$ cat src/hdl/sfr_pkg.sv
// Shared types, constants and helpers for the stream find-and-replace block.
package sfr_pkg;

  localparam int PATTERN_MAX     = 16;
  localparam int REPLACEMENT_MAX = 16;
  localparam int CNT_W           = 5;
  localparam int CFG_IDX_W       = 3;
  localparam int CFG_DATA_W      = 64;

  typedef enum logic [CFG_IDX_W-1:0] {
    REG_PATTERN_LENGTH     = 3'd0,
    REG_PATTERN_LOW        = 3'd1,
    REG_PATTERN_HIGH       = 3'd2,
    REG_REPLACEMENT_LENGTH = 3'd3,
    REG_REPLACEMENT_LOW    = 3'd4,
    REG_REPLACEMENT_HIGH   = 3'd5,
    REG_IGNORE_CASE        = 3'd6
  } sfr_reg_t;

  typedef struct packed {
    logic [7:0] ch;
    logic       is_end;
  } sfr_in_t;

  typedef struct packed {
    logic [7:0] out_char;
    logic       has_char;
    logic       last;
  } sfr_out_t;

  typedef enum logic [2:0] {
    OP_NOP        = 3'd0,
    OP_CHAR_HOLD  = 3'd1,
    OP_CHAR_EMIT  = 3'd2,
    OP_CHAR_MATCH = 3'd3,
    OP_END_EMPTY  = 3'd4,
    OP_POP        = 3'd5,
    OP_REPL       = 3'd6
  } sfr_op_t;

  typedef struct packed {
    sfr_op_t op;
    logic    last;
  } sfr_cmd_t;

  typedef struct packed {
    logic out_free;
    logic match;
    logic ins_drop;
    logic ins_more;
    logic pop_more;
    logic win_empty;
    logic win_one;
    logic rlen_zero;
    logic repl_last;
  } sfr_stat_t;

  function automatic logic [7:0] fold(input logic [7:0] c, input logic icase);
    logic [7:0] r;
    r = c;
    if (icase && c >= 8'h41 && c <= 8'h5A) begin
      r = c + 8'h20;
    end
    return r;
  endfunction

endpackage

$ cat src/hdl/sfr_dp.sv
// Datapath: configuration registers, character window, compare and output register.
module sfr_dp (
  input  logic                             clk,
  input  logic                             rst_n,
  input  logic                             cfg_wr_en,
  input  logic [sfr_pkg::CFG_IDX_W-1:0]    cfg_index,
  input  logic [sfr_pkg::CFG_DATA_W-1:0]   cfg_wdata,
  input  logic [7:0]                       in_ch,
  input  sfr_pkg::sfr_cmd_t                cmd,
  output sfr_pkg::sfr_stat_t               stat,
  input  logic                             out_stall,
  output logic                             out_valid,
  output sfr_pkg::sfr_out_t                out_data
);

  localparam int PM = sfr_pkg::PATTERN_MAX;
  localparam int RM = sfr_pkg::REPLACEMENT_MAX;
  localparam int CW = sfr_pkg::CNT_W;

  logic [CW-1:0]        plen_r;
  logic [8*PM-1:0]      pattern_r;
  logic [CW-1:0]        rlen_r;
  logic [8*RM-1:0]      repl_r;
  logic                 icase_r;

  logic [PM-1:0][7:0]   window_r, window_nxt, win_ins;
  logic [CW-1:0]        count_r, count_nxt;
  logic [3:0]           repl_idx_r, repl_idx_nxt;
  logic                 out_valid_r, out_valid_nxt;
  sfr_pkg::sfr_out_t    out_data_r, out_data_nxt;

  logic [CW-1:0]        plen_eff, rlen_eff, keep, count_inc;
  logic [PM-1:0]        eq, in_pat;
  logic                 match_all;

  always_comb begin
    plen_eff = (plen_r > CW'(PM)) ? CW'(PM) : plen_r;
    rlen_eff = (rlen_r > CW'(RM)) ? CW'(RM) : rlen_r;
    keep      = (plen_eff == '0) ? '0 : plen_eff - CW'(1);
    count_inc = count_r + CW'(1);
    for (int i = 0; i < PM; i++) begin
      win_ins[i] = (count_r == CW'(i)) ? in_ch : window_r[i];
      eq[i]      = sfr_pkg::fold(win_ins[i], icase_r) ==
                   sfr_pkg::fold(pattern_r[8*i +: 8], icase_r);
      in_pat[i]  = CW'(i) < plen_eff;
    end
    match_all = &(eq | ~in_pat);

    stat.out_free  = !out_valid_r || !out_stall;
    stat.match     = (plen_eff != '0) && (count_inc == plen_eff) && match_all;
    stat.ins_drop  = count_inc > keep;
    stat.ins_more  = count_r > keep;
    stat.pop_more  = (count_r - CW'(1)) > keep;
    stat.win_empty = (count_r == '0);
    stat.win_one   = (count_r == CW'(1));
    stat.rlen_zero = (rlen_eff == '0);
    stat.repl_last = (CW'(repl_idx_r) + CW'(1)) >= rlen_eff;
  end

  always_comb begin
    window_nxt    = window_r;
    count_nxt     = count_r;
    repl_idx_nxt  = repl_idx_r;
    out_valid_nxt = out_valid_r && out_stall;
    out_data_nxt  = out_data_r;
    case (cmd.op)
      sfr_pkg::OP_CHAR_HOLD: begin
        window_nxt = win_ins;
        count_nxt  = count_inc;
      end
      sfr_pkg::OP_CHAR_EMIT: begin
        for (int i = 0; i < PM-1; i++) begin
          window_nxt[i] = win_ins[i+1];
        end
        window_nxt[PM-1] = win_ins[PM-1];
        out_valid_nxt    = 1'b1;
        out_data_nxt     = '{out_char: win_ins[0], has_char: 1'b1, last: 1'b0};
      end
      sfr_pkg::OP_CHAR_MATCH: begin
        count_nxt    = '0;
        repl_idx_nxt = '0;
      end
      sfr_pkg::OP_END_EMPTY: begin
        out_valid_nxt = 1'b1;
        out_data_nxt  = '{out_char: 8'h00, has_char: 1'b0, last: 1'b1};
      end
      sfr_pkg::OP_POP: begin
        for (int i = 0; i < PM-1; i++) begin
          window_nxt[i] = window_r[i+1];
        end
        count_nxt     = count_r - CW'(1);
        out_valid_nxt = 1'b1;
        out_data_nxt  = '{out_char: window_r[0], has_char: 1'b1, last: cmd.last};
      end
      sfr_pkg::OP_REPL: begin
        repl_idx_nxt  = repl_idx_r + 4'd1;
        out_valid_nxt = 1'b1;
        out_data_nxt  = '{out_char: repl_r[{repl_idx_r, 3'b000} +: 8],
                          has_char: 1'b1, last: 1'b0};
      end
      default: begin
      end
    endcase
  end

  always_ff @(posedge clk) begin
    if (!rst_n) begin
      plen_r      <= '0;
      pattern_r   <= '0;
      rlen_r      <= '0;
      repl_r      <= '0;
      icase_r     <= 1'b0;
      count_r     <= '0;
      repl_idx_r  <= '0;
      out_valid_r <= 1'b0;
    end else begin
      if (cfg_wr_en) begin
        case (cfg_index)
          sfr_pkg::REG_PATTERN_LENGTH:     plen_r           <= cfg_wdata[CW-1:0];
          sfr_pkg::REG_PATTERN_LOW:        pattern_r[63:0]  <= cfg_wdata;
          sfr_pkg::REG_PATTERN_HIGH:       pattern_r[127:64] <= cfg_wdata;
          sfr_pkg::REG_REPLACEMENT_LENGTH: rlen_r           <= cfg_wdata[CW-1:0];
          sfr_pkg::REG_REPLACEMENT_LOW:    repl_r[63:0]     <= cfg_wdata;
          sfr_pkg::REG_REPLACEMENT_HIGH:   repl_r[127:64]   <= cfg_wdata;
          sfr_pkg::REG_IGNORE_CASE:        icase_r          <= cfg_wdata[0];
          default: begin
          end
        endcase
      end
      count_r     <= count_nxt;
      repl_idx_r  <= repl_idx_nxt;
      out_valid_r <= out_valid_nxt;
    end
  end

  always_ff @(posedge clk) begin
    window_r   <= window_nxt;
    out_data_r <= out_data_nxt;
  end

  assign out_valid = out_valid_r;
  assign out_data  = out_data_r;

  a_count_bound: assert property (@(posedge clk) disable iff (!rst_n)
    count_r < CW'(PM))
    else $error("window count out of range");

  a_emit_free: assert property (@(posedge clk) disable iff (!rst_n)
    (cmd.op == sfr_pkg::OP_CHAR_EMIT || cmd.op == sfr_pkg::OP_POP ||
     cmd.op == sfr_pkg::OP_REPL || cmd.op == sfr_pkg::OP_END_EMPTY) |-> stat.out_free)
    else $error("beat loaded while output register busy");

  a_pop_nonempty: assert property (@(posedge clk) disable iff (!rst_n)
    cmd.op == sfr_pkg::OP_POP |-> count_r != '0)
    else $error("pop from empty window");

  a_repl_len: assert property (@(posedge clk) disable iff (!rst_n)
    cmd.op == sfr_pkg::OP_REPL |-> CW'(repl_idx_r) < rlen_eff)
    else $error("replacement index past length");

endmodule

$ cat src/hdl/sfr_ctrl.sv
// Controller: sequences accept, drain, replacement and end flush.
module sfr_ctrl (
  input  logic               clk,
  input  logic               rst_n,
  input  logic               in_valid,
  input  logic               in_is_end,
  output logic               in_stall,
  input  sfr_pkg::sfr_stat_t stat,
  output sfr_pkg::sfr_cmd_t  cmd
);

  typedef enum logic [3:0] {
    S_IDLE  = 4'b0001,
    S_DRAIN = 4'b0010,
    S_FLUSH = 4'b0100,
    S_REPL  = 4'b1000
  } sfr_state_t;

  sfr_state_t state_r, state_nxt;

  always_comb begin
    state_nxt = state_r;
    cmd       = '{op: sfr_pkg::OP_NOP, last: 1'b0};
    in_stall  = !((state_r == S_IDLE) && stat.out_free);
    case (state_r)
      S_IDLE: begin
        if (in_valid && stat.out_free) begin
          if (in_is_end) begin
            if (stat.win_empty) begin
              cmd.op = sfr_pkg::OP_END_EMPTY;
            end else begin
              cmd.op   = sfr_pkg::OP_POP;
              cmd.last = stat.win_one;
              if (!stat.win_one) state_nxt = S_FLUSH;
            end
          end else if (stat.match) begin
            cmd.op = sfr_pkg::OP_CHAR_MATCH;
            if (!stat.rlen_zero) state_nxt = S_REPL;
          end else if (stat.ins_drop) begin
            cmd.op = sfr_pkg::OP_CHAR_EMIT;
            if (stat.ins_more) state_nxt = S_DRAIN;
          end else begin
            cmd.op = sfr_pkg::OP_CHAR_HOLD;
          end
        end
      end
      S_DRAIN: begin
        if (stat.out_free) begin
          cmd.op = sfr_pkg::OP_POP;
          if (!stat.pop_more) state_nxt = S_IDLE;
        end
      end
      S_FLUSH: begin
        if (stat.out_free) begin
          cmd.op   = sfr_pkg::OP_POP;
          cmd.last = stat.win_one;
          if (stat.win_one) state_nxt = S_IDLE;
        end
      end
      S_REPL: begin
        if (stat.out_free) begin
          cmd.op = sfr_pkg::OP_REPL;
          if (stat.repl_last) state_nxt = S_IDLE;
        end
      end
      default: begin
        state_nxt = S_IDLE;
      end
    endcase
  end

  always_ff @(posedge clk) begin
    if (!rst_n) begin
      state_r <= S_IDLE;
    end else begin
      state_r <= state_nxt;
    end
  end

endmodule

$ cat src/hdl/stream_find_replace.sv
// Top level of the streaming find-and-replace block.
// One character beat is taken per cycle while the output side keeps up and no
// match completes: a character that fills the window without a match either
// waits in the window or pushes the oldest character out in the same cycle.
// A completed match whose replacement has R bytes holds the input while those R
// bytes are sent. An end beat that finds N characters in the window holds it while
// the rest are sent; an end beat on an empty window gives one end marker and holds
// nothing. Every result passes
// through a single output register, one beat per cycle, so a stalled output side
// also stalls the input. After a shorter pattern length is written mid-string,
// the next character may push several older characters out, one per cycle while the output side keeps up.
module stream_find_replace (
  input  logic                           clk,
  input  logic                           rst_n,
  input  logic                           cfg_wr_en,
  input  logic [sfr_pkg::CFG_IDX_W-1:0]  cfg_index,
  input  logic [sfr_pkg::CFG_DATA_W-1:0] cfg_wdata,
  input  logic                           in_valid,
  output logic                           in_stall,
  input  sfr_pkg::sfr_in_t               in_data,
  output logic                           out_valid,
  input  logic                           out_stall,
  output sfr_pkg::sfr_out_t              out_data
);

  sfr_pkg::sfr_cmd_t  cmd;
  sfr_pkg::sfr_stat_t stat;

  sfr_ctrl u_ctrl (
    .clk       (clk),
    .rst_n     (rst_n),
    .in_valid  (in_valid),
    .in_is_end (in_data.is_end),
    .in_stall  (in_stall),
    .stat      (stat),
    .cmd       (cmd)
  );

  sfr_dp u_dp (
    .clk       (clk),
    .rst_n     (rst_n),
    .cfg_wr_en (cfg_wr_en),
    .cfg_index (cfg_index),
    .cfg_wdata (cfg_wdata),
    .in_ch     (in_data.ch),
    .cmd       (cmd),
    .stat      (stat),
    .out_stall (out_stall),
    .out_valid (out_valid),
    .out_data  (out_data)
  );

endmodule

$ cat config.mk
export PLATFORM = sky130hd
export DESIGN_NAME = stream_find_replace
export DESIGN_NICKNAME = d
export VERILOG_FILES = /design/src/hdl/sfr_pkg.sv /design/src/hdl/sfr_dp.sv /design/src/hdl/sfr_ctrl.sv /design/src/hdl/stream_find_replace.sv
export SDC_FILE = /design/constraint.sdc
export NUM_CORES = 1
export LEC_CHECK = 0
export BUFFER_PORTS_ARGS = -buffer_cell sky130_fd_sc_hd__buf_2
export CAP_MARGIN = 20
export CORE_MARGIN = 1.5
export CORE_UTILIZATION = 35
export DETAILED_ROUTE_END_ITERATION = 8
export PLACE_DENSITY = 0.49
export SYNTH_ARGS = -nofsm -noshare
export SYNTH_HDL_FRONTEND = slang
export SYNTH_SLANG_ARGS = --single-unit
export TNS_END_PERCENT = 5
$ cat constraint.sdc
create_clock -name clk -period 13.2 [get_ports clk]
set_input_delay 0.66 -clock clk [delete_from_list [all_inputs] [get_ports clk]]
set_output_delay 0.66 -clock clk [all_outputs]
set_load 0.005 [all_outputs]
==> summary.md, run 1 <==
| Metric | Value |
|---|---|
| Status | `finished, final reports clean` |
| Largest net degree at the start of global routing | `137` |
| DIE AREA | `73960 µm²` |
| Nets | `3088` |
| WP data arrival | `7190 ps` |
| Avg WL per Cell | `25.75 µm` |
| Async set-reset flop share out of synthesis | `0` |
| Clock root buffer | `clkbuf_16` |
| Area Growth Syn to Fin | `11.25%` |
| Mean post-synth cell area | `8.502 µm²` |
| Routability cong. | `1.018` |
| Post-CTS Hold Buffers | `0` |
| Rows | `98` |
| Cts bufs inserted | `49` |
| Max Slew Vio Count | `0` |
| CTS max path bufs | `3` |
| Clock-pin slew on the worst setup and hold paths | `60 ps` |
| DRC violations left | `0` |
| Slew margin rel. | `0.1949` |
| Power per cell area | `223.8 nW/µm²` |
| Max Fclk | `0.1435 GHz` |
| Antenna Nets Post-Route | `0` |
| Peak VDD IR | `0.1639 mV` |
| Worst setup EP type | `flip-flop` |
| Synthesized cell area | `25320 µm²` |
| Worst hold path type | `in -> reg` |
| Die Wd | `272.0 µm` |
| Setup Total Neg Slack | `0 ps` |
| Hold path start | `cfg_wdata[9]` |
| Max-cap violations | `0` |
| Drt pass-1 iters | `6` |
| Final hold slack | `329.8 ps` |
| Pleak | `0.009601 µW` |
| Crit start category | `flip-flop` |
| FF-to-FF Start | `u_dp.count_r[0]$_SDFFE_PN0P_` |
| Routed via count | `23299` |
| Clk sink count | `419` |
| Synthesized flop and latch total | `419` |
| H-Tree Level Count | `2` |
| P_sw | `2726 µW` |
| Post-synthesis cell count | `2978` |
| Worst-skew pair later-pin latency | `620 ps` |
| Worst hold endpoint | `u_dp.repl_r[73]$_SDFFE_PN0P_` |
| R2R setup slack | `6230 ps` |
| Worst slew pin tran | `1197 ps` |
| Core Footprint | `71490 µm²` |
| Period utilisation layout | `0.5279` |
| Synth Flop Type | `dfxtp_1` |
| Final setup vio count | `0` |
| Gates resized, CTS repair | `0` |
| Syn. warnings | `0` |
| Crit-path max FO | `66` |
| Skew final | `23.45 ps` |
| Starting Density | `0.3542` |
| Drt via density | `5.918` |
| Clock network power share | `0.227` |
| Hpwl dp | `71810 µm` |
| Worst Hold Depth | `3` |
| Initial drt markers | `2331` |
| Final Hold Vio Count | `0` |
| Most frequent cells in the layout | `621 x nand2_1, 329 x a21oi_1, 280 x dfxtp_1` |
| Die Height | `272.0 µm` |
| Vias in the first global route | `21835` |
| Critical path type | `reg -> reg` |
| Initial antenna violation count | `1` |
| R2R Path End | `u_dp.window_r[44]$_DFFE_PP_` |
| First-pass GRT wire length | `148000 µm` |
| Most common cell after layout, fill and taps aside | `nand2_1` |
| Internal | `3577 µW` |
| I/O pin count | `93` |
| I/O Buffers | `92` |
| GRT Residual Overflow | `0` |
| CP Launch Point | `u_dp.count_r[0]$_SDFFE_PN0P_` |
| WL final | `101400 µm` |
| Final worst path period need | `6968 ps` |
| # Post-CTS Setup Buffers | `0` |
| Unrepaired setup endpoints after global routing | `false` |
| Required @ worst endpoint | `13420 ps` |
| Post-synth EDFFs | `138` |
| Sequential area share after synthesis | `0.3859` |
| Post-synth net total | `3119` |
| Ant. Diodes | `0` |
| Total chip power | `6302 µW` |
| Sw frac | `0.4325` |
| Gr usage total | `0.2670` |
| Distinct cell type count after synthesis | `87` |
| Combinational Power Share | `0.447` |
| Reg2reg path depth | `15` |
| Share of cells above drive strength 1 | `0.1008` |
| Seq pwr share | `0.326` |
| CTS tree | `done` |
## sequential cells by signal (all words and copies together) (netlist names)
signal,cells
u_dp.pattern_r,128
u_dp.repl_r,128
u_dp.window_r,128
u_dp.out_data,10
u_dp.count_r,5
u_dp.plen_r,5
u_dp.rlen_r,5
u_ctrl.state_r,4
u_dp.repl_idx_r,4
u_dp.icase_r,1
u_dp.out_valid,1
## synth_stat cells (11+ instances only)
library cell  instances  area [µm²]
a21oi_1             329        1647
a31oi_1              15       93.84
a32oi_1             112       980.9
and2_1               11       68.82
buf_1                26       97.59
buf_2                27       135.1
clkbuf_1            146       548.0
dfxtp_1             281        5625
edfxtp_1            138        4144
ha_1                 60       750.7
inv_1                72       270.3
mux2i_1             141        1411
mux4_2               40       900.9
nand2_1             623        2338
nand2b_1             14       87.58
nand3_1              44       220.2
nand4_1              14       87.58
nor2_1              197       739.5
nor2b_1              21       131.4
nor3_1               51       255.2
nor4_1               21       131.4
o211ai_1             30       225.2
o21ai_0             115       575.6
o21ai_1              33       165.2
o31ai_1              14       105.1
o41ai_1              14       122.6
or3_1                15       93.84
or4_1                28       210.2
xnor2_1              89       779.5
xor2_1               58       508.0
## metrics by stage
stage | setup slack (ps) | util | cells | instance area, µm²
after global placement | 6288 | 0.3701 | 3845 | 26460
after detailed placement | 6233 | 0.3701 | 3845 | 26460
after floorplan | 516.7 | - | 2978 | 25320
after CTS | 6171 | 0.3936 | 3936 | 28140
final | 6232 | 0.3940 | 3937 | 28170
after global routing | 5902 | 0.3940 | 3937 | 28170
## worst max-delay path: stages, from the launching register on
cell      delay (ps)
dfxtp_1          390
inv_1            230
ha_1             360
nor4bb_4         970
mux2i_1          380
inv_1            120
ha_1             210
xnor3_1          360
nand3_1           90
o31ai_1           70
a32oi_1          410
nor4_1            90
and4_1           540
o21ai_4          880
buf_4            560
buf_4            790
## worst max-delay path by stage
stage | to | slack, ps | cells after the start
2_1_floorplan | u_dp.window_r[0]$_DFFE_PP_ | 520 | 17
3_3_place_gp | u_dp.window_r[43]$_DFFE_PP_ | 6290 | 14
3_5_place_dp | u_dp.window_r[26]$_DFFE_PP_ | 6230 | 13
4_1_cts | u_dp.window_r[37]$_DFFE_PP_ | 6170 | 14
5_1_grt | u_dp.window_r[29]$_DFFE_PP_ | 5900 | 15
6_report | u_dp.window_r[44]$_DFFE_PP_ | 6230 | 15
## kinds of logic after synthesis
family          synth area share
simple gates              0.1918
compound gates            0.1917
flops                     0.3859
buf+inv                  0.04893
mux                      0.09597
xor+xnor                 0.05609
fa+ha+maj                0.02965
## power by group through the flow
stage                     registers, µW  logic [µW]  clock network [µW]
after floorplan                    2030        1990                   0
after global placement             2080        2720                   0
after detailed placement           2070        2750                   0
after CTS                          2050        2750                1460
after global routing               2080        3060                1510
final                              2050        2820                1430
## layout make-up
cell class | instances | area (µm²)
sequential | 419 | 9771
fill | 7214 | 43320
clock buffer | 71 | 1430
multi-input combinational | 2267 | 14420
clock inverter | 20 | 251.5
tap | 950 | 1189
timing repair buffer | 136 | 823.3
inverter | 74 | 285.3
## per-layer routing
layer	up-vias	GRT usage	wire [µm]
li1	10708	-	-
met1	11445	0.3737	45170
met2	964	0.4044	43940
met3	182	0.03562	6957
met4	0	0.1297	5323
met5	-	0	0
Power figures use the tool's default switching activity.
==> run 2: changes to the inputs <==
--- a/config.mk
+++ b/config.mk
@@ -5,6 +5,7 @@
 export SDC_FILE = /design/constraint.sdc
 export NUM_CORES = 1
 export LEC_CHECK = 0
+export ABC_AREA = 1
 export BUFFER_PORTS_ARGS = -buffer_cell sky130_fd_sc_hd__buf_2
 export CAP_MARGIN = 20
 export CORE_MARGIN = 1.5
==> constraint.sdc (replaced) <==
create_clock -name clk -period 5.9 [get_ports clk]
set_input_delay 0.295 -clock clk [delete_from_list [all_inputs] [get_ports clk]]
set_output_delay 0.295 -clock clk [all_outputs]
set_load 0.005 [all_outputs]
==> summary.md, run 2 <==
| Metric | Value |
|---|---|
| Status | `finished, final reports clean` |
| CP dominant cell by count | `nor2_1` |
| Sequential area share after synthesis | `0.3629` |
| Sequence of cells on the critical path | `nand2_4 > nor2_1 > ha_1 > nor2_1 > a21oi_1 > nand2_1 > nor2_1 > o21ai_0 > nand3_1 > nand2_1 > nand3_1 > nand2_1 > nor2_1 > nor2_1 > a21oi_1 > nand2_1 > nor2_1 > nand3_2 > a21boi_2 > nand2_4 > inv_4 > buf_4 > nand2_1 > nand3_1` |
| Core Footprint | `76080 µm²` |
| Nets | `4327` |
| Starting Density | `0.3539` |
| Die Wd | `280.3 µm` |
| Area share of the largest cell type after synthesis | `0.2090` |
| I/O Buffers | `92` |
| Drt via density | `5.279` |
| Hpwl dp | `81410 µm` |
| Worst hold path type | `in -> reg` |
| # Post-CTS Setup Buffers | `0` |
| Hold path start | `cfg_wdata[47]` |
| Vias in the first global route | `25601` |
| Most common cell after layout, fill and taps aside | `nand2_1` |
| Cts bufs inserted | `53` |
| Register area | `9773 µm²` |
| Placed Cells | `5139` |
| Post-synth EDFFs | `138` |
| Worst setup EP type | `flip-flop` |
| I/O pin count | `93` |
| Drt pass-1 iters | `6` |
| Worst Slack Setup Final | `697.4 ps` |
| Routed via count | `27772` |
| Syn. warnings | `0` |
| Clock root buffer | `clkbuf_16` |
| Final setup vio count | `0` |
| Distinct cell type count after synthesis | `50` |
| First-pass GRT wire length | `166100 µm` |
| Crit-path max FO | `40` |
| Clk sink count | `419` |
| Die Height | `280.3 µm` |
| Initial drt markers | `2520` |
| Synthesized flop and latch total | `419` |
| Max Slew Vio Count | `0` |
| Peak VDD IR | `0.3687 mV` |
| Unrepaired setup endpoints after global routing | `false` |
| Worst-skew pair later-pin latency | `630 ps` |
| WP data arrival | `5680 ps` |
| Share of cells above drive strength 1 | `0.07281` |
| Gr usage total | `0.2797` |
| Mean post-synth cell area | `6.468 µm²` |
| Synth cell count leaders | `1169 x nand2_1, 499 x nand3_1, 491 x nor2_1, 448 x inv_1, 365 x o21ai_0` |
| Max-cap violations | `0` |
| Synth Flop Type | `dfxtp_1` |
| Largest net degree at the start of global routing | `135` |
| Final worst path period need | `5203 ps` |
| Max Fclk | `0.1922 GHz` |
| Post-CTS Hold Buffers | `22` |
| Most frequent cells in the layout | `1167 x nand2_1, 499 x nand3_1, 489 x nor2_1` |
| Slew margin rel. | `0.3141` |
| Power per cell area | `491.6 nW/µm²` |
| Biggest regs | `u_dp.pattern_r (128), u_dp.repl_r (128), u_dp.window_r (128)` |
| Setup Total Neg Slack | `0 ps` |
| H-Tree Level Count | `2` |
| Area Growth Syn to Fin | `12.67%` |
| GRT Residual Overflow | `0` |
| Crit start category | `flip-flop` |
| Routability cong. | `0.9540` |
| DIE AREA | `78580 µm²` |
| Total chip power | `14910 µW` |
| Avg WL per Cell | `21.13 µm` |
| Post-synth net total | `4303` |
| Required @ worst endpoint | `6380 ps` |
| Skew final | `25.27 ps` |
| Rows | `101` |
| Async set-reset flop share out of synthesis | `0` |
| CTS tree | `done` |
| WL final | `111100 µm` |
| Period utilisation layout | `0.8818` |
| CTS max path bufs | `3` |
| Largest cells by area after synthesis | `dfxtp_1 21%, nand2_1 16%, edfxtp_1 15%` |
| Post-synth top area cell | `dfxtp_1` |
| Initial antenna violation count | `3` |
| Post-synthesis cell count | `4162` |
| Critical path type | `reg -> reg` |
| Gates resized, CTS repair | `0` |
| CP max stage delay | `740 ps` |
| Worst slew pin tran | `1029 ps` |
| Non-Filler Instances | `5261` |
| DRC violations left | `0` |
| Fillers | `8385` |
| Multi-input logic area | `14560 µm²` |
| Clock-pin slew on the worst setup and hold paths | `60 ps` |
| Count leader, synth | `nand2_1` |
| Synthesized cell area | `26920 µm²` |
| CP Launch Point | `u_dp.count_r[3]$_SDFFE_PN0P_` |
| Final hold slack | `19.14 ps` |
| Slowest-stage cell, CP | `dfxtp_1` |
| Antenna Nets Post-Route | `0` |
| Pre-CTS setup slack | `786.5 ps` |
| Pleak | `0.01377 µW` |
| Final Hold Vio Count | `0` |
| FF-to-FF Start | `u_dp.count_r[3]$_SDFFE_PN0P_` |
-- run 2: cell types whose count changed in the layout (fill, tap and decap cells not counted), sizes merged, moves of 26 or more --
cell,previous run,this run
a21oi,329,214
a32oi,112,1
nand3,44,500
mux2i,143,9
nand4,14,65
nand2,623,1181
inv,78,459
o211ai,30,4
nor3,51,19
xnor2,90,10
or4,29,0
mux4,40,0
o21ai,148,402
nor2,197,508
-- run 2: path summary, 6_finish.rpt --
path / endpoint / cells after the start / slack [ps]
max: u_dp.window_r[68]$_DFFE_PP_ / 24 / 700
min: u_dp.repl_r[111]$_SDFFE_PN0P_ / 3 / 20
max reg2reg: u_dp.window_r[68]$_DFFE_PP_ / 24 / 700
min reg2reg: u_dp.repl_r[16]$_SDFFE_PN0P_ / 2 / 450
-- run 2: routing by layer --
metal,vias to the layer above,global-route usage,share of wire
met4,0,0.08538,0.031
met2,885,0.4538,0.46
li1,13616,-,-
met3,145,0.03389,0.062
met1,13126,0.3865,0.45
met5,-,0,0
-- run 2: logic make-up (layout without fill, tap and decap cells) --
| kind of cell | count (synthesis) | after routing | share of synthesized area |
|---|---|---|---|
| simple gates | 2309 | 2309 | 0.3619 |
| compound gates | 662 | 662 | 0.1320 |
| buf+inv | 657 | 725 | 0.09705 |
| flops | 419 | 419 | 0.3629 |
| fa+ha+maj | 60 | 60 | 0.02789 |
| xor+xnor | 46 | 46 | 0.01497 |
| mux | 9 | 9 | 0.003347 |
| other cells | 0 | 1 | 0 |
-- run 2: worst max-delay path, delay by kind of cell (launching register included) --
kind | cells | cell delay, ps
buffers and inverters | 2 | 820
adder cells (fa/ha/maj) | 1 | 450
AO/OA/AOI/OAI | 4 | 880
AND/OR/NAND/NOR | 17 | 2140
flip-flops | 1 | 740
-- run 2: where the power goes --
part	total [µW]	leakage, µW	switching, µW	internal [µW]
registers	4670	0.00357	554	4110
clock network	3450	0.000899	1400	2050
logic	6790	0.00931	4800	1990
total	14900	0.0138	6760	8150
-- run 2: area by class of cell --
cell class | instances | area share
multi-input cells | 3086 | 0.4800
well taps | 1030 | 0.04249
repair buffers | 164 | 0.03709
diodes | 1 | 0.00008251
clock buffers | 81 | 0.05293
flip-flops and latches | 419 | 0.3222
clock inverters | 18 | 0.007467
inverters | 462 | 0.05771
-- run 2: stage by stage --
step,util,area (µm²)
floorplan,-,26920
global placement,0.3717,28270
detailed placement,0.3717,28270
CTS,0.3986,30330
global route,0.3986,30330
finish,0.3987,30330
